<file path="src/rtl/integer_literal_parser_core_macros.svh">
// Assertion macros for the integer literal parser core.
// Used by the top level; needs i_clk and i_rst_n in the including scope.
`ifndef INTEGER_LITERAL_PARSER_CORE_MACROS_SVH
`define INTEGER_LITERAL_PARSER_CORE_MACROS_SVH

// check a property every clock outside reset
`define ILP_ASSERT(lbl, prop, msg) \
    lbl: assert property (@(posedge i_clk) disable iff (!i_rst_n) (prop)) else $error(msg);

// check that a condition holds in the cycle after a trigger
`define ILP_ASSERT_NEXT(lbl, trig, cons, msg) \
    lbl: assert property (@(posedge i_clk) disable iff (!i_rst_n) (trig) |=> (cons)) \
        else $error(msg);

`endif

</file>
<file path="src/rtl/ilp_pkg.sv">
// Shared types, codes and character helpers for the integer literal parser.
// No dependencies; used by ilp_scan and integer_literal_parser_core.
package ilp_pkg;

    localparam int TDATA_W = 80;

    // literal kinds
    localparam logic [2:0] KIND_DEC  = 3'd0;
    localparam logic [2:0] KIND_HEX  = 3'd1;
    localparam logic [2:0] KIND_OCT  = 3'd2;
    localparam logic [2:0] KIND_BIN  = 3'd3;
    localparam logic [2:0] KIND_CHAR = 3'd4;

    // error codes
    localparam logic [2:0] ERR_OK       = 3'd0;
    localparam logic [2:0] ERR_EXPECTED = 3'd1;
    localparam logic [2:0] ERR_INVALID  = 3'd2;
    localparam logic [2:0] ERR_RANGE    = 3'd3;
    localparam logic [2:0] ERR_BADCHAR  = 3'd4;

    // register indexes
    localparam logic REG_VALUE_TYPE = 1'b0;
    localparam logic [2:0] VALUE_TYPE_RST = 3'd5;

    // characters
    localparam logic [7:0] CH_PLUS   = 8'h2b;
    localparam logic [7:0] CH_MINUS  = 8'h2d;
    localparam logic [7:0] CH_QUOTE  = 8'h27;
    localparam logic [7:0] CH_DQUOTE = 8'h22;
    localparam logic [7:0] CH_BSLASH = 8'h5c;
    localparam logic [7:0] CH_QMARK  = 8'h3f;
    localparam logic [7:0] CH_UNDER  = 8'h5f;
    localparam logic [7:0] CH_0      = 8'h30;
    localparam logic [7:0] CH_1      = 8'h31;
    localparam logic [7:0] CH_9      = 8'h39;
    localparam logic [7:0] CH_LA     = 8'h61;
    localparam logic [7:0] CH_LF     = 8'h66;
    localparam logic [7:0] CH_UA     = 8'h41;
    localparam logic [7:0] CH_UF     = 8'h46;
    localparam logic [7:0] CH_LX     = 8'h78;
    localparam logic [7:0] CH_UX     = 8'h58;
    localparam logic [7:0] CH_LO     = 8'h6f;
    localparam logic [7:0] CH_UO     = 8'h4f;
    localparam logic [7:0] CH_LB     = 8'h62;
    localparam logic [7:0] CH_UB     = 8'h42;
    localparam logic [7:0] CH_PRT_LO = 8'h20;
    localparam logic [7:0] CH_PRT_HI = 8'h7e;

    // finished token handed from the scanner to the output stage
    typedef struct packed {
        logic [63:0] mag;
        logic        ovf;
        logic        neg;
        logic        chk;
        logic        fail;
        logic [2:0]  err;
        logic [2:0]  kind;
        logic [6:0]  len;
    } t_pend;

    // {valid, digit} of a character in the radix of a literal kind
    function automatic logic [4:0] digit_of(input logic [7:0] c, input logic [2:0] kind);
        logic [3:0] d;
        logic       v;
        d = 4'd0;
        v = 1'b0;
        if (c >= CH_0 && c <= CH_9) begin
            d = 4'(c - CH_0);
            v = 1'b1;
        end else if (c >= CH_LA && c <= CH_LF) begin
            d = 4'(c - CH_LA + 8'd10);
            v = 1'b1;
        end else if (c >= CH_UA && c <= CH_UF) begin
            d = 4'(c - CH_UA + 8'd10);
            v = 1'b1;
        end
        case (kind)
            KIND_HEX: ;
            KIND_OCT: if (d > 4'd7) v = 1'b0;
            KIND_BIN: if (d > 4'd1) v = 1'b0;
            default:  if (d > 4'd9) v = 1'b0;
        endcase
        return {v, d};
    endfunction

    // {valid, byte} of a simple backslash escape
    function automatic logic [8:0] escape_of(input logic [7:0] c);
        logic [8:0] r;
        case (c)
            CH_BSLASH: r = {1'b1, CH_BSLASH};
            CH_QUOTE:  r = {1'b1, CH_QUOTE};
            8'h61:     r = {1'b1, 8'd7};
            8'h62:     r = {1'b1, 8'd8};
            8'h66:     r = {1'b1, 8'd12};
            8'h6e:     r = {1'b1, 8'd10};
            8'h72:     r = {1'b1, 8'd13};
            8'h74:     r = {1'b1, 8'd9};
            8'h76:     r = {1'b1, 8'd11};
            CH_QMARK:  r = {1'b1, CH_QMARK};
            CH_DQUOTE: r = {1'b1, CH_DQUOTE};
            default:   r = 9'd0;
        endcase
        return r;
    endfunction

endpackage

</file>
<file path="src/rtl/ilp_scan.sv">
// Token scanner: per-character parse state and magnitude accumulation.
// Depends on ilp_pkg; instantiated by integer_literal_parser_core.
module ilp_scan #(
    parameter int MAX_LEN = 64
) (
    input  logic           i_clk,
    input  logic           i_rst_n,
    input  logic           i_acc,
    input  logic [7:0]     i_char,
    input  logic           i_last,
    input  logic           i_signed,
    output logic           o_res,
    output ilp_pkg::t_pend o_pend
);
    import ilp_pkg::*;

    localparam int CW = $clog2(MAX_LEN + 1);

    localparam logic [3:0] PH_START  = 4'd0;
    localparam logic [3:0] PH_SIGNED = 4'd1;
    localparam logic [3:0] PH_ZERO   = 4'd2;
    localparam logic [3:0] PH_PREFIX = 4'd3;
    localparam logic [3:0] PH_DIGITS = 4'd4;
    localparam logic [3:0] PH_QUOTE  = 4'd5;
    localparam logic [3:0] PH_ESC    = 4'd6;
    localparam logic [3:0] PH_HEX1   = 4'd7;
    localparam logic [3:0] PH_HEX2   = 4'd8;
    localparam logic [3:0] PH_CLOSE  = 4'd9;

    logic [3:0]  r_phase, n_phase;
    logic [63:0] r_mag, n_mag;
    logic        r_ovf, n_ovf;
    logic        r_neg, n_neg;
    logic [2:0]  r_kind, n_kind;
    logic [CW-1:0] r_cnt, n_cnt;
    logic [3:0]  r_nib, n_nib;
    logic        r_done, n_done;

    logic [2:0]  eff_kind;
    logic [4:0]  dig;
    logic [4:0]  hex_dig;
    logic [8:0]  esc;
    logic [67:0] acc_prod;
    logic [67:0] acc_sum;
    logic        acc_ovf;
    logic [CW-1:0] cnt_inc;
    logic        res, fin, chk, fl;
    logic [2:0]  err;

    assign eff_kind = (r_phase == PH_ZERO) ? KIND_DEC : r_kind;
    assign dig      = digit_of(i_char, eff_kind);
    assign hex_dig  = digit_of(i_char, KIND_HEX);
    assign esc      = escape_of(i_char);
    assign cnt_inc  = (r_cnt < CW'(MAX_LEN)) ? r_cnt + CW'(1) : r_cnt;

    always_comb begin
        case (eff_kind)
            KIND_HEX: acc_prod = {r_mag, 4'd0};
            KIND_OCT: acc_prod = {1'b0, r_mag, 3'd0};
            KIND_BIN: acc_prod = {3'd0, r_mag, 1'b0};
            default:  acc_prod = {1'b0, r_mag, 3'd0} + {3'd0, r_mag, 1'b0};
        endcase
    end

    assign acc_sum = acc_prod + 68'(dig[3:0]);
    assign acc_ovf = |acc_sum[67:64];

    always_comb begin
        n_phase = r_phase;
        n_mag   = r_mag;
        n_ovf   = r_ovf;
        n_neg   = r_neg;
        n_kind  = r_kind;
        n_cnt   = r_cnt;
        n_nib   = r_nib;
        n_done  = r_done;
        res     = 1'b0;
        fin     = 1'b0;
        chk     = 1'b0;
        fl      = 1'b0;
        err     = ERR_OK;
        o_pend  = '0;

        if (r_done) begin
            if (i_last) begin
                n_done  = 1'b0;
                n_phase = PH_START;
                n_mag   = '0;
                n_ovf   = 1'b0;
                n_neg   = 1'b0;
                n_kind  = KIND_DEC;
                n_cnt   = '0;
                n_nib   = '0;
            end
        end else begin
            unique case (r_phase)
                PH_START, PH_SIGNED: begin
                    if (r_phase == PH_START && (i_char == CH_PLUS || i_char == CH_MINUS)) begin
                        if (i_char == CH_MINUS && !i_signed) begin
                            fl  = 1'b1;
                            err = ERR_RANGE;
                        end else begin
                            n_neg   = (i_char == CH_MINUS);
                            n_cnt   = cnt_inc;
                            n_phase = PH_SIGNED;
                        end
                    end else if (i_char == CH_QUOTE) begin
                        n_kind  = KIND_CHAR;
                        n_cnt   = cnt_inc;
                        n_phase = PH_QUOTE;
                    end else if (i_char == CH_0) begin
                        n_cnt   = cnt_inc;
                        n_phase = PH_ZERO;
                    end else if (i_char >= CH_1 && i_char <= CH_9) begin
                        n_kind  = KIND_DEC;
                        n_mag   = 64'(i_char - CH_0);
                        n_cnt   = cnt_inc;
                        n_phase = PH_DIGITS;
                    end else begin
                        fl  = 1'b1;
                        err = ERR_INVALID;
                    end
                end
                PH_ZERO, PH_DIGITS: begin
                    if (r_phase == PH_ZERO && (i_char == CH_LX || i_char == CH_UX)) begin
                        n_kind  = KIND_HEX;
                        n_cnt   = cnt_inc;
                        n_phase = PH_PREFIX;
                    end else if (r_phase == PH_ZERO && (i_char == CH_LO || i_char == CH_UO)) begin
                        n_kind  = KIND_OCT;
                        n_cnt   = cnt_inc;
                        n_phase = PH_PREFIX;
                    end else if (r_phase == PH_ZERO && (i_char == CH_LB || i_char == CH_UB)) begin
                        n_kind  = KIND_BIN;
                        n_cnt   = cnt_inc;
                        n_phase = PH_PREFIX;
                    end else begin
                        n_kind  = eff_kind;
                        n_phase = PH_DIGITS;
                        if (dig[4]) begin
                            if (!r_ovf) begin
                                if (acc_ovf) n_ovf = 1'b1;
                                else         n_mag = acc_sum[63:0];
                            end
                            n_cnt = cnt_inc;
                        end else if (i_char == CH_UNDER) begin
                            n_cnt = cnt_inc;
                        end else begin
                            fin = 1'b1;
                            chk = 1'b1;
                        end
                    end
                end
                PH_PREFIX: begin
                    if (!dig[4]) begin
                        fl  = 1'b1;
                        err = ERR_INVALID;
                    end else begin
                        if (!r_ovf) begin
                            if (acc_ovf) n_ovf = 1'b1;
                            else         n_mag = acc_sum[63:0];
                        end
                        n_cnt   = cnt_inc;
                        n_phase = PH_DIGITS;
                    end
                end
                PH_QUOTE: begin
                    if (i_char >= CH_PRT_LO && i_char <= CH_PRT_HI && i_char != CH_QUOTE
                        && i_char != CH_BSLASH) begin
                        n_mag   = 64'(i_char);
                        n_cnt   = cnt_inc;
                        n_phase = PH_CLOSE;
                    end else if (i_char == CH_BSLASH) begin
                        n_cnt   = cnt_inc;
                        n_phase = PH_ESC;
                    end else begin
                        fl  = 1'b1;
                        err = ERR_BADCHAR;
                    end
                end
                PH_ESC: begin
                    if (i_char == CH_LX) begin
                        n_cnt   = cnt_inc;
                        n_phase = PH_HEX1;
                    end else if (esc[8]) begin
                        n_mag   = 64'(esc[7:0]);
                        n_cnt   = cnt_inc;
                        n_phase = PH_CLOSE;
                    end else begin
                        fl  = 1'b1;
                        err = ERR_BADCHAR;
                    end
                end
                PH_HEX1, PH_HEX2: begin
                    if (!hex_dig[4]) begin
                        fl  = 1'b1;
                        err = ERR_BADCHAR;
                    end else begin
                        n_cnt = cnt_inc;
                        if (r_phase == PH_HEX1) begin
                            n_nib   = hex_dig[3:0];
                            n_phase = PH_HEX2;
                        end else begin
                            n_mag   = 64'({r_nib, hex_dig[3:0]});
                            n_phase = PH_CLOSE;
                        end
                    end
                end
                PH_CLOSE: begin
                    if (i_char != CH_QUOTE) begin
                        fl  = 1'b1;
                        err = ERR_BADCHAR;
                    end else begin
                        n_cnt = cnt_inc;
                        fin   = 1'b1;
                    end
                end
                default: begin
                    fl  = 1'b1;
                    err = ERR_INVALID;
                end
            endcase

            // token ends with no terminating character seen
            if (!fin && !fl && i_last) begin
                unique case (n_phase)
                    PH_ZERO: begin
                        n_kind = KIND_DEC;
                        fin    = 1'b1;
                        chk    = 1'b1;
                    end
                    PH_DIGITS: begin
                        fin = 1'b1;
                        chk = 1'b1;
                    end
                    PH_QUOTE, PH_ESC, PH_HEX1, PH_HEX2, PH_CLOSE: begin
                        fl  = 1'b1;
                        err = ERR_BADCHAR;
                    end
                    default: begin
                        fl  = 1'b1;
                        err = ERR_INVALID;
                    end
                endcase
            end

            res         = fin || fl;
            o_pend.mag  = n_mag;
            o_pend.ovf  = n_ovf;
            o_pend.neg  = n_neg;
            o_pend.chk  = chk;
            o_pend.fail = fl;
            o_pend.err  = err;
            o_pend.kind = n_kind;
            o_pend.len  = 7'(n_cnt);

            if (res) begin
                n_done  = !i_last;
                n_phase = PH_START;
                n_mag   = '0;
                n_ovf   = 1'b0;
                n_neg   = 1'b0;
                n_kind  = KIND_DEC;
                n_cnt   = '0;
                n_nib   = '0;
            end
        end
    end

    assign o_res = res;

    always_ff @(posedge i_clk) begin
        if (!i_rst_n) begin
            r_phase <= PH_START;
            r_mag   <= '0;
            r_ovf   <= 1'b0;
            r_neg   <= 1'b0;
            r_kind  <= KIND_DEC;
            r_cnt   <= '0;
            r_nib   <= '0;
            r_done  <= 1'b0;
        end else if (i_acc) begin
            r_phase <= n_phase;
            r_mag   <= n_mag;
            r_ovf   <= n_ovf;
            r_neg   <= n_neg;
            r_kind  <= n_kind;
            r_cnt   <= n_cnt;
            r_nib   <= n_nib;
            r_done  <= n_done;
        end
    end

endmodule

</file>
<file path="src/rtl/integer_literal_parser_core.sv">
// Integer literal parser top level: stream ports, value_type register, output stage.
// Depends on ilp_pkg, ilp_scan and integer_literal_parser_core_macros.svh.
//
// Usage: a token enters one character per request on the s_axis channel
// (tdata = character byte, tlast = last character of the token). One result
// per token leaves on m_axis when the literal ends: at the first character
// that is not part of it, or at the character marked tlast. Characters after
// a finished literal up to tlast give no result.
// value_type (APB, address 0) selects the target type; write it only while
// the block is idle. pready is always high.
// Throughput: one character per cycle while s_axis_tready is high. The result
// for the character that ends the literal is registered in the pending stage,
// then the range check and sign conversion go into the output register.
// Reset clears the token state, value_type goes to 5 (s32), both stages empty.
// When m_axis_tready is low the result holds in the output register, one more
// result waits in the pending stage, and s_axis_tready drops while the pending
// stage is full and cannot advance.
`include "integer_literal_parser_core_macros.svh"

module integer_literal_parser_core #(
    parameter int MAX_LEN = 64
) (
    input  logic        i_clk,
    input  logic        i_rst_n,
    // stream in
    input  logic        s_axis_tvalid,
    output logic        s_axis_tready,
    input  logic [7:0]  s_axis_tdata,   // [7:0] char_code
    input  logic        s_axis_tlast,   // is_last
    // stream out
    output logic        m_axis_tvalid,
    input  logic        m_axis_tready,
    output logic [ilp_pkg::TDATA_W-1:0] m_axis_tdata, // [63:0] value_bits,
                                                      // [70:64] consumed_length,
                                                      // [73:71] error_code, rest 0
    output logic [2:0]  m_axis_tuser,   // [2:0] literal_kind
    // configuration
    input  logic        psel,
    input  logic        penable,
    input  logic        pwrite,
    input  logic [2:0]  paddr,
    input  logic [31:0] pwdata,
    output logic [31:0] prdata,
    output logic        pready
);
    import ilp_pkg::*;

    logic [2:0]  r_vtype;
    logic        reg_idx;
    logic        s_acc;
    logic        scan_res;
    t_pend       scan_pend;

    logic        r_pv, n_pv;
    t_pend       r_pend;
    logic        p_move;

    logic        r_ov, n_ov;
    logic [63:0] r_value;
    logic [2:0]  r_kind;
    logic [6:0]  r_len;
    logic [2:0]  r_err;

    logic [63:0] mask;
    logic [63:0] tmax;
    logic        range_bad;
    logic [63:0] n_value;
    logic [6:0]  n_len;
    logic [2:0]  n_err;

    logic        err_clean;
    logic        code_ok;

    // configuration register
    assign reg_idx = paddr[2];
    assign pready  = 1'b1;
    assign prdata  = (reg_idx == REG_VALUE_TYPE) ? 32'(r_vtype) : 32'd0;

    always_ff @(posedge i_clk) begin
        if (!i_rst_n) begin
            r_vtype <= VALUE_TYPE_RST;
        end else if (psel && penable && pwrite && pready && reg_idx == REG_VALUE_TYPE) begin
            r_vtype <= pwdata[2:0];
        end
    end

    // scanner
    assign p_move        = r_pv && (!r_ov || m_axis_tready);
    assign s_axis_tready = !r_pv || p_move;
    assign s_acc         = s_axis_tvalid && s_axis_tready;

    ilp_scan #(
        .MAX_LEN (MAX_LEN)
    ) u_scan (
        .i_clk    (i_clk),
        .i_rst_n  (i_rst_n),
        .i_acc    (s_acc),
        .i_char   (s_axis_tdata),
        .i_last   (s_axis_tlast),
        .i_signed (r_vtype[0]),
        .o_res    (scan_res),
        .o_pend   (scan_pend)
    );

    // pending stage
    always_comb begin
        n_pv = r_pv;
        if (s_acc && scan_res) n_pv = 1'b1;
        else if (p_move)       n_pv = 1'b0;
    end

    always_ff @(posedge i_clk) begin
        if (!i_rst_n) begin
            r_pv <= 1'b0;
        end else begin
            r_pv <= n_pv;
        end
    end

    always_ff @(posedge i_clk) begin
        if (s_acc && scan_res) r_pend <= scan_pend;
    end

    // range check, sign and width conversion
    always_comb begin
        unique case (r_vtype[2:1])
            2'd0:    mask = 64'h0000_0000_0000_00ff;
            2'd1:    mask = 64'h0000_0000_0000_ffff;
            2'd2:    mask = 64'h0000_0000_ffff_ffff;
            default: mask = 64'hffff_ffff_ffff_ffff;
        endcase
    end

    assign tmax      = r_vtype[0] ? (mask >> 1) : mask;
    assign range_bad = r_pend.chk && (r_pend.ovf || r_pend.mag > tmax);

    always_comb begin
        if (r_pend.fail || range_bad) begin
            n_value = '0;
            n_len   = '0;
            n_err   = r_pend.fail ? r_pend.err : ERR_RANGE;
        end else begin
            n_value = (r_pend.neg ? (64'd0 - r_pend.mag) : r_pend.mag) & mask;
            n_len   = r_pend.len;
            n_err   = ERR_OK;
        end
    end

    // output register
    always_comb begin
        n_ov = r_ov;
        if (p_move)             n_ov = 1'b1;
        else if (m_axis_tready) n_ov = 1'b0;
    end

    always_ff @(posedge i_clk) begin
        if (!i_rst_n) begin
            r_ov <= 1'b0;
        end else begin
            r_ov <= n_ov;
        end
    end

    always_ff @(posedge i_clk) begin
        if (p_move) begin
            r_value <= n_value;
            r_kind  <= r_pend.kind;
            r_len   <= n_len;
            r_err   <= n_err;
        end
    end

    assign m_axis_tvalid = r_ov;
    assign m_axis_tdata  = {(TDATA_W - 74)'(0), r_err, r_len, r_value};
    assign m_axis_tuser  = r_kind;

    assign err_clean = (r_err == ERR_OK) || (r_value == 64'd0 && r_len == 7'd0);
    assign code_ok   = (r_kind == KIND_DEC || r_kind == KIND_HEX || r_kind == KIND_OCT
                        || r_kind == KIND_BIN || r_kind == KIND_CHAR)
                       && (r_err == ERR_OK || r_err == ERR_INVALID || r_err == ERR_RANGE
                        || r_err == ERR_BADCHAR);

    `ILP_ASSERT(a_err_zero, r_ov |-> err_clean, "error result carries data")
    `ILP_ASSERT(a_no_overrun, (s_acc && scan_res) |-> (!r_pv || p_move), "pending overwritten")
    `ILP_ASSERT_NEXT(a_pend_hold, (r_pv && !p_move), r_pv, "pending result lost")
    `ILP_ASSERT(a_codes, r_ov |-> code_ok, "bad result code")

endmodule

</file>
<file path="config.mk">
export PLATFORM = sky130hd
export DESIGN_NAME = integer_literal_parser_core
export DESIGN_NICKNAME = d
export VERILOG_FILES = /design/src/rtl/ilp_pkg.sv /design/src/rtl/ilp_scan.sv /design/src/rtl/integer_literal_parser_core.sv
export VERILOG_INCLUDE_DIRS = /design/src /design/src/rtl
export SDC_FILE = /design/constraint.sdc
export NUM_CORES = 1
export LEC_CHECK = 0
export BUFFER_PORTS_ARGS = -buffer_cell sky130_fd_sc_hd__clkbuf_2
export CAP_MARGIN = 20
export CORE_UTILIZATION = 55
export CTS_CLUSTER_DIAMETER = 40
export CTS_CLUSTER_SIZE = 30
export DETAILED_ROUTE_END_ITERATION = 16
export PLACE_DENSITY = 0.8
export SETUP_SLACK_MARGIN = 0.15
export SLEW_MARGIN = 30
export SYNTH_ARGS = -nofsm -noshare
export SYNTH_HDL_FRONTEND = slang
export SYNTH_HIERARCHICAL = 1
export SYNTH_SLANG_ARGS = --single-unit
export TNS_END_PERCENT = 5
</file>
<file path="constraint.sdc">
create_clock -name i_clk -period 7.2 [get_ports i_clk]
set_input_delay 0.72 -clock i_clk [delete_from_list [all_inputs] [get_ports i_clk]]
set_output_delay 0.72 -clock i_clk [all_outputs]
set_load 0.01 [all_outputs]
</file>
==> flow_summary_export.csv <==
group,metric,value,unit
timing,setup-tns-final,0,ns
global_routing,first_global_vias,21650,
synth,postSynthAreaPerCell,8.278,um^2
clock_tree,tritoncts.num_buffers,27,
clock_tree,tritoncts_num_sinks,248,
worst_hold_path,hold_class,"input pin to register",
synth,synth_top_area_share,20.02,%
synth,synth_enable_flop_cells,158,
synth,post_synth_main_area_contributors,"sky130_fd_sc_hd__edfxtp_1 20%, sky130_fd_sc_hd__dfxtp_1 7.6%, sky130_fd_sc_hd__ha_1 5.9%, sky130_fd_sc_hd__a21oi_1 5.0%, sky130_fd_sc_hd__nand2_1 4.1%",
synth,postSynth.topFlopCell,"sky130_fd_sc_hd__edfxtp_1",
layout,area_growth_syn_to_layout,7.454,%
detailed_routing,drt.antenna.violating_nets,0,
layout,share_of_layout_cells_above_drive_strength_1,11.78,%
worst_setup_path,critPathRequiredTime,7.57,ns
worst_setup_path,start_kind,"register",
synth,yosys.area_share.xor_xnor,5.316,%
global_routing,grt_use_met1,52.97,%
clock_tree,ctsHoldBuffers,0,
detailed_routing,initialDrtViolationCount,3360,
clock_tree,cts_root_buf,"sky130_fd_sc_hd__clkbuf_16",
timing,finalCritPeriodShare,93.74,%
global_routing,gr-total-overflow,0,
clock_tree,ctsLongestPathBuffers,3,
timing,tightest_slew,0.9725,ns
placement,globalplace.congestion,1.062,
layout,non_filler_instances,3426,
synth,synthDominantAreaCellType,"sky130_fd_sc_hd__edfxtp_1",
placement,io_buffer_count,101,
power_and_ir_drop,irDropWorstVdd,0.0001544,V
synth,synth.most_common_cell,"sky130_fd_sc_hd__nand2_1",
clock_tree,cts_tree,"yes",
worst_setup_path,element_type_at_the_critical_path_end,"register",
flow_run,cap_violations,0,
global_routing,grt_first_pass_wirelength,123800,um
global_routing,pin_count_of_the_biggest_net_entering_global_routing,74,
layout,finalNetCount,3031,
clock_tree,clock_slew_at_reported_path_ffs,0.07,ns
timing,maxClockFrequency,148.2,MHz
synth,synth_mux_area_share,3.500,%
timing,setup-violations-final,0,
floorplanning,ioPinCount,169,
floorplanning,initial_utilization,56.12,%
worst_setup_path,worstPathMaxFanout,14,
timing,max_transition_viols_final,0,
worst_setup_path,worst-setup-path-type,"register to register",
detailed_routing,post-route-drc-count,0,
timing,timing.slew.headroom,34.89,%
run_status,status,"complete, no violations",
synth,synth_top_family_by_area,"compound AO/OA/AOI/OAI gates",
synth,netlist_top_cells_count,"259 x sky130_fd_sc_hd__nand2_1, 235 x sky130_fd_sc_hd__a21oi_1, 187 x sky130_fd_sc_hd__nor2_1, 158 x sky130_fd_sc_hd__edfxtp_1, 116 x sky130_fd_sc_hd__o21ai_0",
synth,adder_cell_fraction_of_synth_area,6.082,%
floorplanning,fp.dieH,209.6,um
synth,synth-compound-area-share,29.86,%
layout,num_antenna_cells,0,
worst_setup_path,crit_arrival,7.12,ns
floorplanning,die-width,209.6,um
clock_tree,clock_insertion_delay_worst_skew,0.57,ns
detailed_routing,post_drt_wl_per_cell,23.42,um
global_routing,global_route.peak_usage_layer,"met1",
placement,placed_cells,3376,
clock_tree,cts.htree.levels,1,
placement,post-dp-hpwl,62610,um
floorplanning,design.core.area,42230,um^2
synth,synth.distinct_cells,117,
global_routing,grt.total_usage,35.56,%
detailed_routing,wl,80250,um
synth,synth.yosys.seq_area_share,27.62,%
global_routing,use_met3,6.419,%
timing,period_minus_slack,6.749,ns
detailed_routing,routed_via_density,6.942,
power_and_ir_drop,p_per_area,131.7,nW/um^2
synth,yosys.area_share.simple,22.00,%
timing,timing.clock.skew,0.03909,ns
timing,grt_setup_unrepaired,"false",
synth,synth-warning-count,6,
power_and_ir_drop,p_leak,9.063,nW
global_routing,groute.layer.met2.usage,52.09,%
detailed_routing,firstDrtPassIters,6,
global_routing,antenna_found_initial,1,
synth,async_flop_share,0,%
synth,synth.ff_latch_count,248,
synth,synthesis.instances,2863,
floorplanning,num_rows,75,
floorplanning,die_area,43930,um^2
synth,synth_area,23700,um^2
timing,timing.final.hold_violations,0,
detailed_routing,route.vias.total,23780,
## timing repair
| action | in CTS | in global routing |
|---|---|---|
| endpoints found under the setup margin | 0 | 1 |
| resized for setup | 0 | 1 |
| setup buffers | 0 | 0 |
## worst paths after layout
path,slack (ns),depth (start not counted),end,startpoint
max,0.45,19,r_pend[74],u_scan/r_mag[5]
min,0.36,3,r_vtype[2],pwdata[2]
max reg2reg,0.45,19,r_pend[74],u_scan/r_mag[5]
min reg2reg,0.42,0,m_axis_tuser[0],r_pend[7]
## metal layers
layer	share of wire [%]	routed length [um]
met4	2.8	2235
met3	13	10120
met5	0.074	59
met2	41	33000
met1	43	34840
## power by group
group / internal [W] / switching, W
Sequential: 0.00156 / 0.0000374
Combinational: 0.000102 / 0.000211
Clock: 0.000765 / 0.000680
Total: 0.00243 / 0.000928
## area by class of cell
type | count | area, um^2
Timing Repair Buffer | 171 | 1069
Tap cell | 539 | 674.4
Sequential cell | 248 | 6554
Fill cell | 3672 | 16760
Multi-Input combinational cell | 2364 | 16010
Clock buffer | 29 | 693.2
Inverter | 54 | 202.7
Clock inverter | 21 | 264.0
## placed cells by master, fill, tap and decap left out, types with 65 or more instances in the layout
cell type	instances
sky130_fd_sc_hd__a22o_1	72
sky130_fd_sc_hd__nand2_1	259
sky130_fd_sc_hd__ha_1	112
sky130_fd_sc_hd__nand3_1	68
sky130_fd_sc_hd__o21ai_0	115
sky130_fd_sc_hd__a21oi_1	233
sky130_fd_sc_hd__edfxtp_1	158
sky130_fd_sc_hd__buf_4	67
sky130_fd_sc_hd__nor2_1	187
sky130_fd_sc_hd__nand4_1	65
sky130_fd_sc_hd__dfxtp_1	88
sky130_fd_sc_hd__clkbuf_2	101
sky130_fd_sc_hd__a211oi_1	105
sky130_fd_sc_hd__nor3_1	98
sky130_fd_sc_hd__xor2_1	85
## kinds of logic after synthesis
family	count (synthesis)
AOI/OAI and AO/OA	999
xor gates and xnor gates	143
adders and majority gates	114
buffers and inverters	285
DFF	248
muxes	79
other	2
and+or+nand+nor	993
## state kept, by name, summed over array words and instances (netlist names)
name / count
u_scan/r_neg: 1
r_err: 3
m_axis_tuser: 3
r_value: 64
u_scan/r_kind: 3
u_scan/r_nib: 4
r_pend: 81
r_len: 7
u_scan/r_cnt: 7
u_scan/r_phase: 4
u_scan/r_mag: 64
u_scan/r_done: 1
u_scan/r_ovf: 1
r_vtype: 3
r_pv: 1
m_axis_tvalid: 1
## worst max-delay path, cell delays in order, from the launching register on
cell and delay (ns):
sky130_fd_sc_hd__dfxtp_1 0.62, sky130_fd_sc_hd__ha_1 0.41, sky130_fd_sc_hd__and3_4 0.26, sky130_fd_sc_hd__a221o_1 0.21, sky130_fd_sc_hd__a211oi_2 0.09, sky130_fd_sc_hd__buf_4 0.17
sky130_fd_sc_hd__or4_1 0.68, sky130_fd_sc_hd__a21oi_4 0.27, sky130_fd_sc_hd__o21ai_1 0.14, sky130_fd_sc_hd__a2111oi_1 0.83, sky130_fd_sc_hd__a32o_1 0.34, sky130_fd_sc_hd__nand3_1 0.11
sky130_fd_sc_hd__a2111oi_2 0.62, sky130_fd_sc_hd__buf_4 0.22, sky130_fd_sc_hd__o21bai_1 0.07, sky130_fd_sc_hd__buf_4 0.19, sky130_fd_sc_hd__nor4_2 0.45, sky130_fd_sc_hd__buf_12 0.22
sky130_fd_sc_hd__nand2_1 0.32, sky130_fd_sc_hd__o2bb2ai_1 0.31
## per-stage QoR
step	cell area, um^2	util [%]	setup slack, ns	total power, W	hold slack (ns)
after CTS	25460	60.30	0.5614	0.003366	0.3576
after floorplan	23830	-	1.278	0.001854	0.4003
after global placement	24500	58.01	0.4972	0.001920	0.4058
after detailed placement	24500	58.03	0.2471	0.001933	0.4045
after global routing	25470	60.31	0.1966	0.003463	0.3741
final	25470	60.31	0.4509	0.003354	0.3649
Power figures use the tool's default switching activity.
